[src/rtl/core/vasd_pkg.sv]
package vasd_pkg;

    localparam int ENTRIES = 256;
    localparam int SLOT_W  = $clog2(ENTRIES);
    localparam int CNT_W   = SLOT_W + 1;
    localparam int KEY_W   = 256;
    localparam int LEN_W   = 5;
    localparam int RAM_W   = KEY_W + LEN_W;
    localparam int PADDR_W = 3;

    localparam logic [LEN_W-1:0] LEN_MASK = 5'd30;
    localparam logic [15:0] ECNT_MAX = 16'hFFFF;

    localparam logic [1:0] ACT_QUERY = 2'd0;
    localparam logic [1:0] ACT_BEGIN = 2'd1;
    localparam logic [1:0] ACT_BYTE  = 2'd2;
    localparam logic [1:0] ACT_END   = 2'd3;

    localparam logic REG_RATIO   = 1'b0;
    localparam logic REG_MINIMUM = 1'b1;

    localparam logic [3:0] EV_NONE        = 4'd0;
    localparam logic [3:0] EV_RELOAD      = 4'd1;
    localparam logic [3:0] EV_NEED_FULL   = 4'd2;
    localparam logic [3:0] EV_NEED_INCR   = 4'd3;
    localparam logic [3:0] EV_STARTED     = 4'd4;
    localparam logic [3:0] EV_ADDED       = 4'd5;
    localparam logic [3:0] EV_REMOVED     = 4'd6;
    localparam logic [3:0] EV_DUPLICATE   = 4'd7;
    localparam logic [3:0] EV_MISSING     = 4'd8;
    localparam logic [3:0] EV_REPL_START  = 4'd9;
    localparam logic [3:0] EV_REPL_END    = 4'd10;
    localparam logic [3:0] EV_DONE        = 4'd11;
    localparam logic [3:0] EV_CORRUPT     = 4'd12;
    localparam logic [3:0] EV_FULL        = 4'd13;

    typedef struct packed {
        logic [1:0]  action;
        logic [31:0] epoch;
        logic [31:0] version_from;
        logic [31:0] version_to;
        logic        full_update;
        logic [7:0]  data_byte;
    } in_t;

    typedef struct packed {
        logic [3:0]       event_kind;
        logic [31:0]      stored_version;
        logic [7:0]       slot;
        logic [LEN_W-1:0] key_length;
        logic [15:0]      entry_number;
        logic             last;
    } out_t;

    typedef enum logic [1:0] {
        ST_IDLE,
        ST_SCAN,
        ST_EMIT
    } state_t;

    typedef enum logic [1:0] {
        PH_IDLE,
        PH_FLAGS,
        PH_KEY
    } phase_t;

    function automatic out_t mk_result(input logic [3:0] kind, input logic [31:0] ver,
                                       input logic [7:0] slot, input logic [LEN_W-1:0] len,
                                       input logic [15:0] num, input logic last);
        out_t r;
        r.event_kind     = kind;
        r.stored_version = ver;
        r.slot           = slot;
        r.key_length     = len;
        r.entry_number   = num;
        r.last           = last;
        return r;
    endfunction

endpackage

[src/rtl/core/vasd_cfg.sv]
module vasd_cfg (
    input  logic                          aclk,
    input  logic                          aresetn,
    input  logic                          psel,
    input  logic                          penable,
    input  logic                          pwrite,
    input  logic [vasd_pkg::PADDR_W-1:0]  paddr,
    input  logic [31:0]                   pwdata,
    output logic [31:0]                   prdata,
    output logic                          pready,
    output logic [7:0]                    cruft_ratio,
    output logic [15:0]                   cruft_minimum
);

    import vasd_pkg::*;

    logic [7:0]  ratio_reg;
    logic [15:0] minimum_reg;
    logic        wr_en;

    assign wr_en  = psel && penable && pwrite;
    assign pready = 1'b1;
    assign cruft_ratio   = ratio_reg;
    assign cruft_minimum = minimum_reg;

    always_ff @(posedge aclk) begin
        if (!aresetn) begin
            ratio_reg   <= 8'd10;
            minimum_reg <= 16'd100;
        end else if (wr_en) begin
            if (paddr[2] == REG_RATIO) begin
                ratio_reg <= pwdata[7:0];
            end else begin
                minimum_reg <= pwdata[15:0];
            end
        end
    end

    always_comb begin
        if (paddr[2] == REG_MINIMUM) begin
            prdata = {16'd0, minimum_reg};
        end else begin
            prdata = {24'd0, ratio_reg};
        end
    end

endmodule

[config.mk]
export PLATFORM = sky130hd
export DESIGN_NAME = vasd_cfg
export DESIGN_NICKNAME = d
export VERILOG_FILES = /design/src/rtl/core/vasd_pkg.sv /design/src/rtl/core/vasd_cfg.sv
export SDC_FILE = /design/constraint.sdc
export NUM_CORES = 1
export LEC_CHECK = 0
export BUFFER_PORTS_ARGS = -buffer_cell sky130_fd_sc_hd__buf_2
export CAP_MARGIN = 20
export CORE_UTILIZATION = 43
export CTS_BUF_LIST = sky130_fd_sc_hd__clkbuf_16
export CTS_CLUSTER_SIZE = 12
export DETAILED_ROUTE_END_ITERATION = 12
export GPL_TIMING_DRIVEN = 0
export MAX_ROUTING_LAYER = met4
export PLACE_DENSITY = 0.87
export SLEW_MARGIN = 10
export SYNTH_ARGS = -nofsm -noshare
export SYNTH_HDL_FRONTEND = slang
export SYNTH_SLANG_ARGS = --single-unit
[constraint.sdc]
create_clock -name aclk -period 1.6 [get_ports aclk]
set_input_delay 0.08 -clock aclk [delete_from_list [all_inputs] [get_ports aclk]]
set_output_delay 0.08 -clock aclk [all_outputs]
set_load 0.01 [all_outputs]
==> results.json, run 1 <==
{
  "outcome": "complete, but fails checks",
  "failed_checks": "DRC",
  "post-cts-setup-buffers": 0,
  "vias_per_cell": 4.42,
  "netlist_instances": 140,
  "avgSynthCellArea_um2": 9.21,
  "htreeDepth": 1,
  "post_route_cells_drive_above_1_share_pct": 43.1,
  "hold_buffers": 0,
  "final_common_cell": "buf_2",
  "min_from": "pwdata[15]",
  "worstPathCellList": "mux2_2, buf_2",
  "die_h_um": 56.8,
  "worst-path-buf-inv": 1,
  "mostFrequentLayoutCells": "61 x buf_2, 35 x nand2_1, 24 x mux2i_1, 24 x dfxtp_1, 18 x buf_4",
  "drv_slew": 0,
  "rsz0062_at_grt": "no",
  "die_w_um": 56.8,
  "grt_pass1_wl_um": 4150,
  "skew_ps": 0,
  "clk_latency_ps": 250,
  "io_buffers": 59,
  "placed_area_mm2": 0.00168,
  "cp_max_fo": 3,
  "grt_antenna_before_repair": 0,
  "layout.nets": 259,
  "drt_wl_total_um": 2620,
  "crit_arrival_ps": 970,
  "max_freq_mhz": 951,
  "area_growth_pct": 36.4,
  "ys_ff_latch": 24,
  "hp-class": "in2reg",
  "place_congestion": 0.663,
  "place_ws_ps": 605,
  "setup_ws_ps": 549,
  "dp_hpwl_um": 2010,
  "finish.instance_area_mm2": 0.00176,
  "coreArea_mm2": 0.00281,
  "cts_num_sinks": 24,
  "cpPeakStageDelay_ps": 330,
  "netlist_area_mm2": 0.00129,
  "max_cap_viol_count": 0,
  "fillers": 261,
  "placement_rows": 19,
  "antenna_cells": 0,
  "p_leak_nw": 0.882,
  "peakVddDrop_mv": 0.510,
  "power.density_mw_per_mm2": 770,
  "gr-total-overflow": 0,
  "clk_path_buf_depth": 2,
  "cpMaxStageDelayCell": "dfxtp_1",
  "grt_max_degree": 14,
  "yosys.cell_types.count": 15,
  "start_util_pct": 46.0,
  "setup_viol": 0,
  "antenna_left": 0,
  "die-area_mm2": 0.00322,
  "cp_top_family": "flip-flops",
  "yosys_warnings": 0,
  "tritoncts": "done",
  "worstReg2RegStart": "cruft_minimum[10]",
  "vias": 1100,
  "grt_usage_pct": 16.7,
  "holdWs_ps": 74.2,
  "numCtsBuffers": 3,
  "min_period_ps": 1050,
  "drt_iter0_drc": 40,
  "routedWlPerCell_um": 10.5,
  "ios": 97,
  "seq_area_frac_synth_pct": 37.2,
  "root_buffer": "clkbuf_16",
  "period_share_pct": 65.7,
  "hold_viol": 0,
  "drc_errors": 10,
  "worst-setup-path-type": "reg2out",
  "grt_pass1_vias": 961,
  "cts_resized": 0,
  "drtPass1Iterations": 8,
  "multi_input_area_um2": 659,
  "regArea_um2": 480,
  "crit_path_start_kind": "flip-flop",
  "crit_required_ps": 1520,
  "finalSetupTns_ps": 0,
  "cp-end-kind": "primary output",
  "path_clk_slew_ps": 60,
  "timing.critical_path.from": "cruft_minimum[1]"
}
cell families (layout without fill, tap and decap cells):
group                  count (synthesis)  after routing  synth area share [%]
and+or+nand+nor                       55             55                  20.6
other                                  2             17                 0.582
muxes                                 32             32                  25.6
DFF                                   24             24                  37.2
buffers and inverters                 27             90                  16.0
power by group:
group / switching (W) / internal [W] / total, W / leakage [nW]
logic: 0.000101 / 0.000105 / 0.000207 / 0.649
registers: 0.00000872 / 0.000611 / 0.000620 / 0.194
clock network: 0.000195 / 0.000333 / 0.000528 / 0.0385
layer usage:
layer | up-vias | global-route usage, % | wire length [µm]
li1 | 571 | - | -
met1 | 490 | 19.3 | 1180
met2 | 37 | 29.1 | 1270
met3 | 2 | 3.23 | 148
met4 | 0 | 5.23 | 21
met5 | - | - | 0
worst reg2reg max path, delay by kind of cell, from the launching register on:
| kind | cells | cell delay (ps) |
|---|---|---|
| flops | 1 | 330 |
| mux | 1 | 150 |
| simple gates | 1 | 60 |
final timing paths:
check / to / slack [ps] / cells after the start
max: prdata[1] / 550 / 2
min: cruft_minimum[15] / 70 / 3
max reg2reg: cruft_minimum[10] / 990 / 2
min reg2reg: cruft_minimum[15] / 470 / 2
through the flow:
stage,cells,total power (W),util [%]
after floorplan,155,0.000774,-
after CTS,249,0.00137,62.7
after global routing,249,0.00141,62.7
after global placement,245,0.000838,59.9
final,249,0.00135,62.7
after detailed placement,245,0.000840,59.9
cell usage after synthesis (all sizes together):
cell / instances / area share (%)
conb: 2 / 0.58
nand2: 35 / 10
and4: 1 / 0.87
nor2b: 10 / 4.8
dfxtp: 24 / 37
and4b: 1 / 0.78
mux2: 8 / 7.0
buf: 23 / 15
mux2i: 24 / 19
and2: 8 / 3.9
clkbuf: 4 / 1.2
state kept, by name, indices dropped and copies added (netlist names):
| register | cells |
|---|---|
| cruft_ratio | 8 |
| cruft_minimum | 16 |
area by class of cell:
cell class / instances / share of cell area [%]
flip-flops and latches: 24 / 27.3
well taps: 31 / 2.20
plain buffers: 27 / 11.7
multi-input cells: 104 / 37.5
clock buffers: 3 / 4.27
repair buffers: 59 / 16.8
clock inverters: 1 / 0.213
No activity file was read; power rests on OpenSTA's default activity.
==> inputs of run 2 (changes only) <==
Settings changed: CORE_UTILIZATION 43 to 40, PLACE_DENSITY 0.87 to 0.82.
Clock period 1.6 ns to 1.05 ns, I/O delays scaled along.
==> results.json, run 2 (same netlist as run 1, synthesis figures left out) <==
{
  "die_w_um": 58.8,
  "skew_ps": 0,
  "tritoncts": "done",
  "antenna_left": 0,
  "worstPathCellList": "mux2_2, buf_6",
  "path_clk_slew_ps": 60,
  "coreArea_mm2": 0.00305,
  "grt_pass1_wl_um": 4170,
  "vias": 1108,
  "antenna_cells": 0,
  "mostFrequentLayoutCells": "58 x buf_2, 35 x nand2_1, 24 x mux2i_1, 21 x buf_4, 17 x conb_1",
  "grt_usage_pct": 16.4,
  "routedWlPerCell_um": 10.4,
  "layout.nets": 262,
  "die_h_um": 58.8,
  "numCtsBuffers": 3,
  "post_route_cells_drive_above_1_share_pct": 47.5,
  "min_period_ps": 1040,
  "ios": 97,
  "r2r_slack_ps": 340,
  "period_share_pct": 98.8,
  "placement_rows": 20,
  "drt_iter0_drc": 16,
  "htreeDepth": 1,
  "drv_slew": 0,
  "gr-total-overflow": 0,
  "clk_latency_ps": 250,
  "grt_pass1_vias": 913,
  "grt_util_met1_pct": 20.8,
  "max_cap_viol_count": 0,
  "crit_path_start_kind": "flip-flop",
  "cpPeakStageDelay_ps": 330,
  "area_growth_pct": 41.6,
  "timing.critical_path.from": "cruft_minimum[6]",
  "cpMaxStageDelayCell": "dfxtp_2",
  "vias_per_cell": 4.18,
  "use_met3_pct": 2.86,
  "drc_errors": 0,
  "hold_buffers": 0,
  "die-area_mm2": 0.00346,
  "cp-end-kind": "primary output",
  "worstReg2RegStart": "cruft_minimum[2]",
  "crit_arrival_ps": 980,
  "io_buffers": 59,
  "crit_required_ps": 1000,
  "busiest_layer": "met2",
  "cp-endpoint": "prdata[6]",
  "worst-setup-path-type": "reg2out",
  "start_util_pct": 42.3,
  "outcome": "complete, no violations",
  "grt_antenna_before_repair": 0,
  "r2r_end": "cruft_minimum[2]",
  "cp_max_fo": 3,
  "drtPass1Iterations": 4,
  "largest_reg_flops": 16,
  "clk_path_buf_depth": 2,
  "final_core_util_pct": 59.8,
  "hold_viol": 0,
  "grt_max_degree": 14,
  "r2r_cells": 3,
  "setup_viol": 0,
  "p_leak_nw": 0.902,
  "peakVddDrop_mv": 0.611,
  "grt.met2_usage_pct": 26.1,
  "dp_hpwl_um": 2070,
  "place_congestion": 0.723,
  "power.density_mw_per_mm2": 1140,
  "finalSetupTns_ps": 0,
  "max_freq_mhz": 964,
  "cts_num_sinks": 24,
  "root_buffer": "clkbuf_16",
  "final_common_cell": "buf_2",
  "hp-class": "in2reg",
  "drt_wl_total_um": 2760
}
run 2: changes by cell type in the layout (fill, tap and decap cells not counted), sizes merged:
cell	delta
buf	+3
run 2: worst min path at each step:
stage / depth (start not counted) / start / endpoint
floorplan: 2 / pwdata[10] / cruft_minimum[10]
global placement: 3 / pwdata[14] / cruft_minimum[14]
detailed placement: 3 / pwdata[14] / cruft_minimum[14]
CTS: 3 / pwdata[14] / cruft_minimum[14]
global route: 3 / pwdata[10] / cruft_minimum[10]
finish: 3 / pwdata[14] / cruft_minimum[14]
run 2: what timing repair did:
item | in CTS | in global routing
hold endpoints to repair | 0 | 0
setup buffers | 0 | 3
setup endpoints to repair | 0 | 6
gates resized for setup | 0 | 11
run 2: through the flow:
step | hold WS, ps | total power (W) | setup slack, ps | cells | instance area, µm²
2_1_floorplan | 195 | 0.00118 | 205 | 155 | 1350
3_3_place_gp | 301 | 0.00128 | 81.5 | 258 | 1700
3_5_place_dp | 306 | 0.00128 | 84.6 | 258 | 1700
4_1_cts | 40.9 | 0.00208 | 5.68 | 262 | 1780
5_1_grt | 52.7 | 0.00218 | -6.74 | 265 | 1830
6_report | 39.5 | 0.00208 | 13.0 | 265 | 1830
run 2: where the power goes:
part           internal (W)  switching, W  total, W
clock network      0.000508      0.000295  0.000803
logic              0.000169      0.000159  0.000328
registers          0.000932     0.0000133  0.000946
run 2: layer usage:
metal | wire, µm | vias to the layer above
met5 | 0 | -
met4 | 10 | 0
met3 | 186 | 2
met2 | 1350 | 41
met1 | 1220 | 484
li1 | - | 581
run 2: critical path: cells and delay by family (launching register included):
family,cells,cell delay [ps]
multiplexers,1,280
flip-flops,1,330
buffers and inverters,1,130
run 2: final cells by class:
class / instances / area (µm²)
Clock inverter: 1 / 3.75
Timing Repair Buffer: 62 / 337
Clock buffer: 3 / 75.1
Fill cell: 295 / 1230
Sequential cell: 24 / 490
Multi-Input combinational cell: 104 / 659
Tap cell: 44 / 55.1
Buffer: 27 / 206
