==> config.mk <==
export PLATFORM = sky130hd
export DESIGN_NAME = vasd_ram
export DESIGN_NICKNAME = d
export VERILOG_FILES = /design/src/rtl/core/vasd_ram.sv
export SDC_FILE = /design/constraint.sdc
export NUM_CORES = 1
export LEC_CHECK = 0
export BUFFER_PORTS_ARGS = -buffer_cell sky130_fd_sc_hd__buf_2
export CAP_MARGIN = 20
export CORE_AREA = 3 3 126 128
export CTS_BUF_LIST = sky130_fd_sc_hd__clkbuf_8 sky130_fd_sc_hd__clkbuf_16
export CTS_CLUSTER_DIAMETER = 120
export DETAILED_ROUTE_END_ITERATION = 8
export DIE_AREA = 0 0 129 131
export PLACE_DENSITY_LB_ADDON = 0.3
export SLEW_MARGIN = 30
export SYNTH_ARGS = -nofsm -noshare
export SYNTH_HDL_FRONTEND = slang
export SYNTH_SLANG_ARGS = --single-unit
==> constraint.sdc <==
create_clock -name aclk -period 3.5 [get_ports aclk]
set_input_delay 0.35 -clock aclk [delete_from_list [all_inputs] [get_ports aclk]]
set_output_delay 0.35 -clock aclk [all_outputs]
set_load 0.005 [all_outputs]
==> src/rtl/core/vasd_ram.sv <==
module vasd_ram #(
    parameter int WIDTH = 8,
    parameter int DEPTH = 16
) (
    input  logic                     aclk,
    input  logic                     we,
    input  logic [$clog2(DEPTH)-1:0] waddr,
    input  logic [WIDTH-1:0]         wdata,
    input  logic [$clog2(DEPTH)-1:0] raddr,
    output logic [WIDTH-1:0]         rdata
);

    logic [WIDTH-1:0] mem [DEPTH];

    always_ff @(posedge aclk) begin
        if (we) begin
            mem[waddr] <= wdata;
        end
        rdata <= mem[raddr];
    end

endmodule

==> results of run 1 <==
## cell type report
class / instances / area [um2] / share of cell area
Sequential cell: 136 / 4000 / 0.652
Timing Repair Buffer: 31 / 170 / 0.0277
Multi-Input combinational cell: 83 / 1070 / 0.175
Tap cell: 188 / 235 / 0.0383
Clock buffer: 17 / 425 / 0.0693
Clock inverter: 15 / 233 / 0.0379
## flip-flops by register name, summed over array words and instances (netlist names)
register,count
mem,128
rdata,8
## cell usage in the layout (no fill, tap or decap), drive strengths merged
cell / Yosys / final
mux4: 32 / 32
dfxtp: 8 / 8
or3b: 1 / 1
nand2b: 2 / 2
and2: 1 / 1
inv: 0 / 1
clkbuf: 0 / 17
buf: 7 / 31
clkinv: 0 / 7
nand2: 9 / 9
nor2: 13 / 13
edfxtp: 128 / 128
a22oi: 16 / 16
nand3b: 2 / 2
clkinvlp: 0 / 1
bufinv: 0 / 6
nand3: 1 / 1
nor2b: 1 / 1
nor3: 4 / 4
and2b: 1 / 1
## routing by layer
layer  routed length (um)  track usage  vias to the layer above
met1                 4780        0.181                     1250
met4                  100       0.0445                        0
met2                 4880        0.203                       50
met3                  401       0.0407                        9
li1                     -            -                     1058
met5                    0            0                        -
## cell families (layout without fill, tap and decap cells)
family,after synthesis,count (layout),synth area share
DFF,136,136,0.778
and+or+nand+nor,35,35,0.0318
muxes,32,32,0.150
AOI/OAI and AO/OA,16,16,0.0233
buffers and inverters,10,63,0.0168
## power groups by stage
stage,Clock [uW],Combinational [uW],Sequential (uW)
after floorplan,0,92.4,1860
after detailed placement,0,163,1870
after global placement,0,159,1870
after global routing,2080,177,1840
final,1970,159,1830
after CTS,2000,163,1830
## critical path, cell delays in order
cell,delay (ns)
buf_2,0.50
buf_4,0.31
mux4_1,0.56
a22oi_1,0.26
nand2_1,0.08
## final timing paths
kind                                      startpoint                  end  slack, ns  depth (start not counted)
worst max-delay path                        raddr[0]     rdata[2]$_DFF_P_       1.73                          5
worst min-delay path                        wdata[3]  mem[4][3]$_DFFE_PP_       0.33                          1
worst max register to register  mem[11][6]$_DFFE_PP_     rdata[6]$_DFF_P_       2.12                          3
worst min register to register  mem[11][2]$_DFFE_PP_     rdata[2]$_DFF_P_       0.67                          3
## through the flow
step                utilization  instance area [um2]  hold WS [ns]  setup WS, ns
finish                    0.410                 6140         0.329          1.73
floorplan                     -                 5150         0.449          1.66
detailed placement        0.365                 5470         0.664          1.23
CTS                       0.409                 6120         0.321          1.66
global route              0.410                 6140         0.329          1.59
global placement          0.365                 5470         0.661          1.24
==> flow_summary.toml, run 1 <==
[run_status]
status = "finished clean"

[grt]
antenna_found_initial = 0
grt_pass1_vias = 2538
grt_first_pass_wirelength_mm = 15.8
grt_usage = 0.132
grt_start_max_net_pins = 33
overflow = 0

[clocking]
cts.htree.levels = 4
hold_buffers = 0
cts_resized = 0
clock_path_buffers = 2
cts-root-buf = "clkbuf_16"
path_clk_slew_ns = 0.05
clock_sinks = 136
clock_latency_ns = 0.41
cts_tree = "done"
cts_setup_buffers = 0
cts_made_buffers = 17

[pwr]
pwr-share-clk = 0.497
p_sw_uw = 750
p_seq_frac = 0.462
power_frac_comb = 0.040
p_leak_uw = 0.00205
total_power_uw = 3970
p_per_area_nw_per_um2 = 646
swShare = 0.189
intPower_uw = 3210
peakVddDrop_uv = 417

[detailed_routing]
firstDrtPassIters = 4
ant_nets = 0
routed_wirelength_mm = 10.2
drtIter0Drc = 269
drc = 0
via_per_inst = 5.04
wl_per_cell_um = 21.6
route.vias.total = 2367

[final_layout]
fillCellCount = 1313
antenna_cells = 0
drive_above_1_share = 0.305
areaGrowthSynthToFinish_pct = 19.3
nets = 287
stdcell_count = 470

[placement]
dp_hpwl_mm = 6.41
gp_congestion = 0.701
placed_cells = 438
numPortBuffers = 25

[yosys]
synth.most_common_cell = "edfxtp_1"
synth_cell_type_count = 19
synth_nets = 247
syn_area_per_cell_um2 = 22.5
synth_common_cells = "edfxtp_1 (128), mux4_2 (18), a22oi_1 (16), mux4_1 (14), nor2_1 (13)"
syn_area_um2 = 5150
synth_top_area_frac = 0.747
synthTopCellsByArea = "edfxtp_1 (75%), mux4_2 (7.9%), mux4_1 (7.1%)"
ys_warn_count = 0
seq_area_frac_synth = 0.778
syn_inst = 229
async_flop_share = 0
synthFlopType = "edfxtp_1"
yosys.area.top_type = "edfxtp_1"
ys_ff_latch = 136
synth_edf_count = 128

[timing]
finalSetupViolCount = 0
fin_skew_ns = 0.00535
slew_violations = 0
setup_tns_ns = 0
worst_pin_slew_ns = 0.928
period_minus_slack_ns = 1.77
min_period_over_period = 0.507
hold_viol_final = 0
max_freq_mhz = 564
maxSlewHeadroom = 0.379
rsz0062_at_grt = "no"

[die]
start_util = 0.344
num_io_pins = 26
core_area_um2 = 15000
fp.dieArea_um2 = 16900
die_x_um = 129
row_count = 45
fp.dieH_um = 131

[worst_setup_path]
crit_type = "input port to register"
cp-end-kind = "register"
crit_path_max_fanout = 18
critPathArrivalTime_ns = 2.07
cp.required_ns = 3.79
cp-start-kind = "input port"

[job]
cap_violations = 0

[worst_hold_path]
min_path_type = "input port to register"
Note: power is estimated with default switching activity, not from simulation.
==> inputs of run 2 (changes only) <==
--- a/config.mk
+++ b/config.mk
@@ -5,13 +5,14 @@
 export SDC_FILE = /design/constraint.sdc
 export NUM_CORES = 1
 export LEC_CHECK = 0
+export ABC_AREA = 1
 export BUFFER_PORTS_ARGS = -buffer_cell sky130_fd_sc_hd__buf_2
 export CAP_MARGIN = 20
-export CORE_AREA = 3 3 126 128
+export CORE_AREA = 3 3 133 135
 export CTS_BUF_LIST = sky130_fd_sc_hd__clkbuf_8 sky130_fd_sc_hd__clkbuf_16
 export CTS_CLUSTER_DIAMETER = 120
 export DETAILED_ROUTE_END_ITERATION = 8
-export DIE_AREA = 0 0 129 131
+export DIE_AREA = 0 0 136 138
 export PLACE_DENSITY_LB_ADDON = 0.3
 export SLEW_MARGIN = 30
 export SYNTH_ARGS = -nofsm -noshare
==> constraint.sdc (replaced) <==
create_clock -name aclk -period 1.5 [get_ports aclk]
set_input_delay 0.15 -clock aclk [delete_from_list [all_inputs] [get_ports aclk]]
set_output_delay 0.15 -clock aclk [all_outputs]
set_load 0.005 [all_outputs]
==> run 2 against run 1 <==
  * Worst setup slack got worse by 1.3 ns
  * Power rose by 130%
  * Cell count rose by 76%
  * Sequential share of layout area fell by 6.7 points
  * Largest cell class unchanged
  * Largest power group unchanged
  * Highest routed layer unchanged
==> flow_summary.toml, run 2 <==
[run_status]
status = "finished clean"

[grt]
grt_usage = 0.149
grt_pass1_vias = 3707
antenna_found_initial = 0
grt_first_pass_wirelength_mm = 21.0
overflow = 0
grt_start_max_net_pins = 65

[detailed_routing]
route.vias.total = 3800
dr_wl_met3_um = 723
top_layer = "met4"
met2_length_mm = 6.22
ant_nets = 0
wirelength_met1_mm = 6.20
drc = 0
via_per_inst = 4.60
routed_wirelength_mm = 13.4
drtIter0Drc = 438
wl_per_cell_um = 16.2
firstDrtPassIters = 5

[yosys]
async_flop_share = 0
synthAdderAreaFrac = 0
synth_top_area_frac = 0.667
synthTopCellsByArea = "edfxtp_1 (67%), nand2_1 (11%), nand3_1 (8.4%)"
syn_inst = 551
yosys.area.top_type = "edfxtp_1"
ys_warn_count = 0
synth_cell_type_count = 12
synth_nets = 569
synth_edf_count = 128
ys_ff_latch = 136
synth.most_common_cell = "nand2_1"
syn_area_per_cell_um2 = 10.5
synth-compound-area-share = 0
synth_xor_area_frac = 0
seq_area_frac_synth = 0.694
synth_common_cells = "nand2_1 (173), edfxtp_1 (128), inv_1 (100), nand3_1 (97), nor2_1 (17)"
synthMuxAreaShare = 0
synthFlopType = "edfxtp_1"
syn_area_um2 = 5770
yosys.area_share.simple = 0.210
synth_top_family_by_area = "simple AND/OR/NAND/NOR gates"

[clocking]
cts_tree = "done"
cts_made_buffers = 17
hold_buffers = 0
clock_sinks = 136
cts.htree.levels = 4
cts_setup_buffers = 0
path_clk_slew_ns = 0.06
cts_resized = 0
clock_path_buffers = 2
cts-root-buf = "clkbuf_16"
clock_latency_ns = 0.42

[timing]
period_minus_slack_ns = 1.05
rsz0062_at_grt = "no"
slew_violations = 0
fin_skew_ns = 0.00898
maxSlewHeadroom = 0.719
finalSetupViolCount = 0
hold_viol_final = 0
min_period_over_period = 0.702
worst_pin_slew_ns = 0.422
setup_tns_ns = 0
max_freq_mhz = 950

[placement]
dp_hpwl_mm = 8.16
gp_congestion = 0.801
numPortBuffers = 25

[worst_setup_path]
cpMaxStageDelayCell = "dfxtp_1"
crit_path_max_fanout = 1
cp-end-kind = "output port"
r2r-end = "rdata[4]$_DFF_P_"
crit_chain = "buf_2"
r2r_cells = 6
critical_path.max_stage_delay_ns = 0.36
cp-start-kind = "register"
r2r_start = "mem[11][4]$_DFFE_PP_"
r2r_setup_slack_ns = 0.48
critPathArrivalTime_ns = 0.90
cp.required_ns = 1.35
critPathBufInv = 1
crit_type = "register to output port"
path_delay_family = "flip-flops"

[final_layout]
antenna_cells = 0
nets = 611
areaGrowthSynthToFinish_pct = 18.6
drive_above_1_share = 0.130
regMostFlops = "mem"
layout_commonest_cell = "nand2_1"
largest_registers = "mem (128), rdata (8)"
multiInputGateArea_um2 = 1210
final_cell_mix = "nand2_1 (173), edfxtp_1 (128), inv_1 (101), nand3_1 (97), buf_2 (25)"
area.sequential_um2 = 4000
fillCellCount = 1615
largest_reg_flops = 128

[die]
core_area_um2 = 16600
row_count = 47
fp.dieH_um = 138
fp.dieArea_um2 = 18800
die_x_um = 136
num_io_pins = 26
start_util = 0.348

[worst_hold_path]
hold_end = "rdata[6]$_DFF_P_"
min_path_type = "input port to register"
hp-start = "raddr[3]"
holdPathStages = 3

[pwr]
p_sw_uw = 1900
p_per_area_nw_per_um2 = 1350
swShare = 0.206
pwr-share-clk = 0.480
power_frac_comb = 0.057
p_seq_frac = 0.464
peakVddDrop_uv = 786
p_leak_uw = 0.00295
total_power_uw = 9230
intPower_uw = 7330

[job]
cap_violations = 0
run 2: cell types whose count changed after synthesis, moves of 10 or more:
cell and change:
inv_1 +100, nand2_1 +164, a22oi_1 -16, nand3_1 +96, mux4_1 -14, buf_2 +10, mux4_2 -18
run 2: power groups by stage:
stage | Combinational [uW] | Sequential [uW] | Clock [uW]
3_5_place_dp | 530 | 4360 | 0
5_1_grt | 588 | 4290 | 4650
3_3_place_gp | 521 | 4360 | 0
4_1_cts | 533 | 4280 | 4480
6_report | 524 | 4280 | 4430
2_1_floorplan | 300 | 4350 | 0
run 2: area by class of cell:
cell class                      count  area share
Clock buffer                       17      0.0622
Clock inverter                     15      0.0306
Inverter                          102      0.0560
Multi-Input combinational cell    289       0.177
Sequential cell                   136       0.586
Tap cell                          220      0.0403
Timing Repair Buffer               47      0.0479
run 2: stage by stage:
| step | hold WS (ns) | setup slack [ns] | area, um2 | util | cells |
|---|---|---|---|---|---|
| final | 0.104 | 0.447 | 6840 | 0.412 | 826 |
| after detailed placement | 0.528 | 0.237 | 6200 | 0.374 | 794 |
| after global routing | 0.113 | 0.393 | 6840 | 0.412 | 826 |
| after global placement | 0.520 | 0.221 | 6200 | 0.374 | 794 |
| after floorplan | 0.249 | 0.399 | 5770 | - | 551 |
| after CTS | 0.0954 | 0.421 | 6840 | 0.412 | 826 |
run 2: cells by family after synthesis:
family        count (synthesis)
flops                       136
simple gates                289
buf+inv                     126
run 2: worst max-delay path by stage:
stage	end	slack, ns	from	depth (start not counted)
2_1_floorplan	mem[10][0]$_DFFE_PP_	0.40	waddr[2]	2
3_3_place_gp	rdata[5]$_DFF_P_	0.22	raddr[0]	8
3_5_place_dp	rdata[4]$_DFF_P_	0.24	raddr[0]	8
4_1_cts	rdata[3]	0.42	rdata[3]$_DFF_P_	1
5_1_grt	rdata[4]$_DFF_P_	0.39	mem[11][4]$_DFFE_PP_	6
6_report	rdata[3]	0.45	rdata[3]$_DFF_P_	1
run 2: per-layer routing:
layer	up-vias	global-route usage
met3	16	0.0411
met2	108	0.225
met5	-	0
li1	1855	-
met4	0	0.0525
met1	1821	0.209
==> inputs of run 3 (changes only) <==
==> constraint.sdc (replaced) <==
create_clock -name aclk -period 1 [get_ports aclk]
set_input_delay 0.1 -clock aclk [delete_from_list [all_inputs] [get_ports aclk]]
set_output_delay 0.1 -clock aclk [all_outputs]
set_load 0.005 [all_outputs]
==> run 3 against run 2 <==
  * Critical path depth did not move
  * Non-clock buffer count increased by 8
  * Largest cell class unchanged
  * Wire length rose by 0.84%
  * Sequential share of layout area shrank 1.1 points
  * Cell count grew 0.97%
==> flow_summary.toml, run 3 (synthesis results as in run 2) <==
[placement]
gp_congestion = 0.842
numPortBuffers = 25
dp_hpwl_mm = 8.45

[timing]
max_freq_mhz = 1030
hold_viol_final = 0
fin_skew_ns = 0.00670
worst_pin_slew_ns = 0.394
finalSetupViolCount = 0
slew_violations = 0
period_minus_slack_ns = 0.967
min_period_over_period = 0.967
maxSlewHeadroom = 0.737
setup_tns_ns = 0

[detailed_routing]
route.vias.total = 3875
drtIter0Drc = 338
wirelength_met1_mm = 5.99
routed_wirelength_mm = 13.5
ant_nets = 0
firstDrtPassIters = 5
wl_per_cell_um = 16.2
dr_wl_met3_um = 683
via_per_inst = 4.65
top_layer = "met4"
drc = 0
met2_length_mm = 6.59

[die]
fp.dieH_um = 138
row_count = 47
die_x_um = 136
start_util = 0.348
core_area_um2 = 16600
fp.dieArea_um2 = 18800
num_io_pins = 26

[worst_setup_path]
crit_path_max_fanout = 1
cp.depth = 1
crit_type = "register to output port"
cp-start-kind = "register"
r2r_cells = 6
critPathBufInv = 1
cp.required_ns = 0.90
critical_path.max_stage_delay_ns = 0.34
cp-end-kind = "output port"
cp-startpoint = "rdata[3]$_DFF_P_"
r2r_setup_slack_ns = 0.05
cpMaxStageDelayCell = "dfxtp_1"
critPathArrivalTime_ns = 0.87
crit_chain = "buf_2"
r2r-end = "rdata[7]$_DFF_P_"
r2r_start = "mem[1][7]$_DFFE_PP_"
path_delay_family = "flip-flops"
crit_end = "rdata[3]"

[final_layout]
fin_util = 0.420
final_cell_mix = "nand2_1 (173), edfxtp_1 (128), inv_1 (105), nand3_1 (75), buf_2 (24)"
drive_above_1_share = 0.179
multiInputGateArea_um2 = 1330
nets = 619
largest_reg_flops = 128
largest_registers = "mem (128), rdata (8)"
area.sequential_um2 = 4010
regMostFlops = "mem"
antenna_cells = 0
areaGrowthSynthToFinish_pct = 20.9
fillCellCount = 1596
layout_commonest_cell = "nand2_1"

[clocking]
cts_setup_buffers = 0
hold_buffers = 0
cts-root-buf = "clkbuf_16"
path_clk_slew_ns = 0.05
clock_path_buffers = 2
cts_tree = "done"
cts_made_buffers = 17
clock_sinks = 136
clock_latency_ns = 0.41
cts.htree.levels = 4

[grt]
grt_first_pass_wirelength_mm = 21.1
grt_start_max_net_pins = 65
overflow = 0
grt_pass1_vias = 3747
grt_usage = 0.149
antenna_found_initial = 0

[job]
cap_violations = 0

[pwr]
p_per_area_nw_per_um2 = 1820
p_leak_uw = 0.00303
peakVddDrop_uv = 1130

[run_status]
status = "finished clean"

[worst_hold_path]
min_path_type = "input port to register"
==> run 3: changes by cell type in the layout (fill, tap and decap cells not counted), moves of 4 or more <==
cell and delta:
nand3_2 +22, buf_12 +5, bufinv_16 -5, nand3_1 -22, inv_1 +4
==> run 3: layout make-up <==
cell class / count / share of cell area
Multi-Input combinational cell: 289 / 0.191
Clock buffer: 20 / 0.0670
Clock inverter: 12 / 0.00736
Timing Repair Buffer: 55 / 0.0655
Inverter: 102 / 0.0549
Sequential cell: 136 / 0.575
Tap cell: 220 / 0.0395
==> run 3: where the power goes <==
| group | total [uW] | internal, uW | switching, uW |
|---|---|---|---|
| combinational | 867 | 296 | 570 |
| sequential | 6420 | 6380 | 43.1 |
| clock | 5380 | 3270 | 2110 |
==> run 3: layer usage <==
metal  GRT usage  up-vias
met3      0.0352       23
li1            -     1871
met5           0        -
met2       0.238      106
met4      0.0467        0
met1       0.202     1875
==> run 3: how the worst min path moves through the flow <==
| stage | startpoint | endpoint | slack (ns) | cells after the start |
|---|---|---|---|---|
| floorplan | wdata[0] | mem[0][0]$_DFFE_PP_ | 0.20 | 0 |
| global placement | rdata[7]$_DFF_P_ | rdata[7] | 0.49 | 1 |
| detailed placement | rdata[7]$_DFF_P_ | rdata[7] | 0.49 | 1 |
| CTS | wdata[2] | mem[7][2]$_DFFE_PP_ | 0.09 | 1 |
| global route | wdata[2] | mem[7][2]$_DFFE_PP_ | 0.1 | 1 |
| finish | wdata[2] | mem[4][2]$_DFFE_PP_ | 0.09 | 1 |
==> run 3: timing repair <==
item / CTS / global route
gates resized for setup: 1 / 25
pin swaps: 0 / 2
setup endpoints to repair: 1 / 10
==> run 3: metrics by stage <==
stage	hold slack, ns	total power (uW)	setup WS, ns	instance area (um2)	cells
after CTS	0.0897	12700	0.00419	6850	834
final	0.0907	12700	0.0326	6970	834
after detailed placement	0.486	7370	-0.191	6330	802
after global placement	0.485	7350	-0.174	6330	802
after global routing	0.0982	13100	-0.0192	6970	834
after floorplan	0.199	6980	-0.0508	5770	551
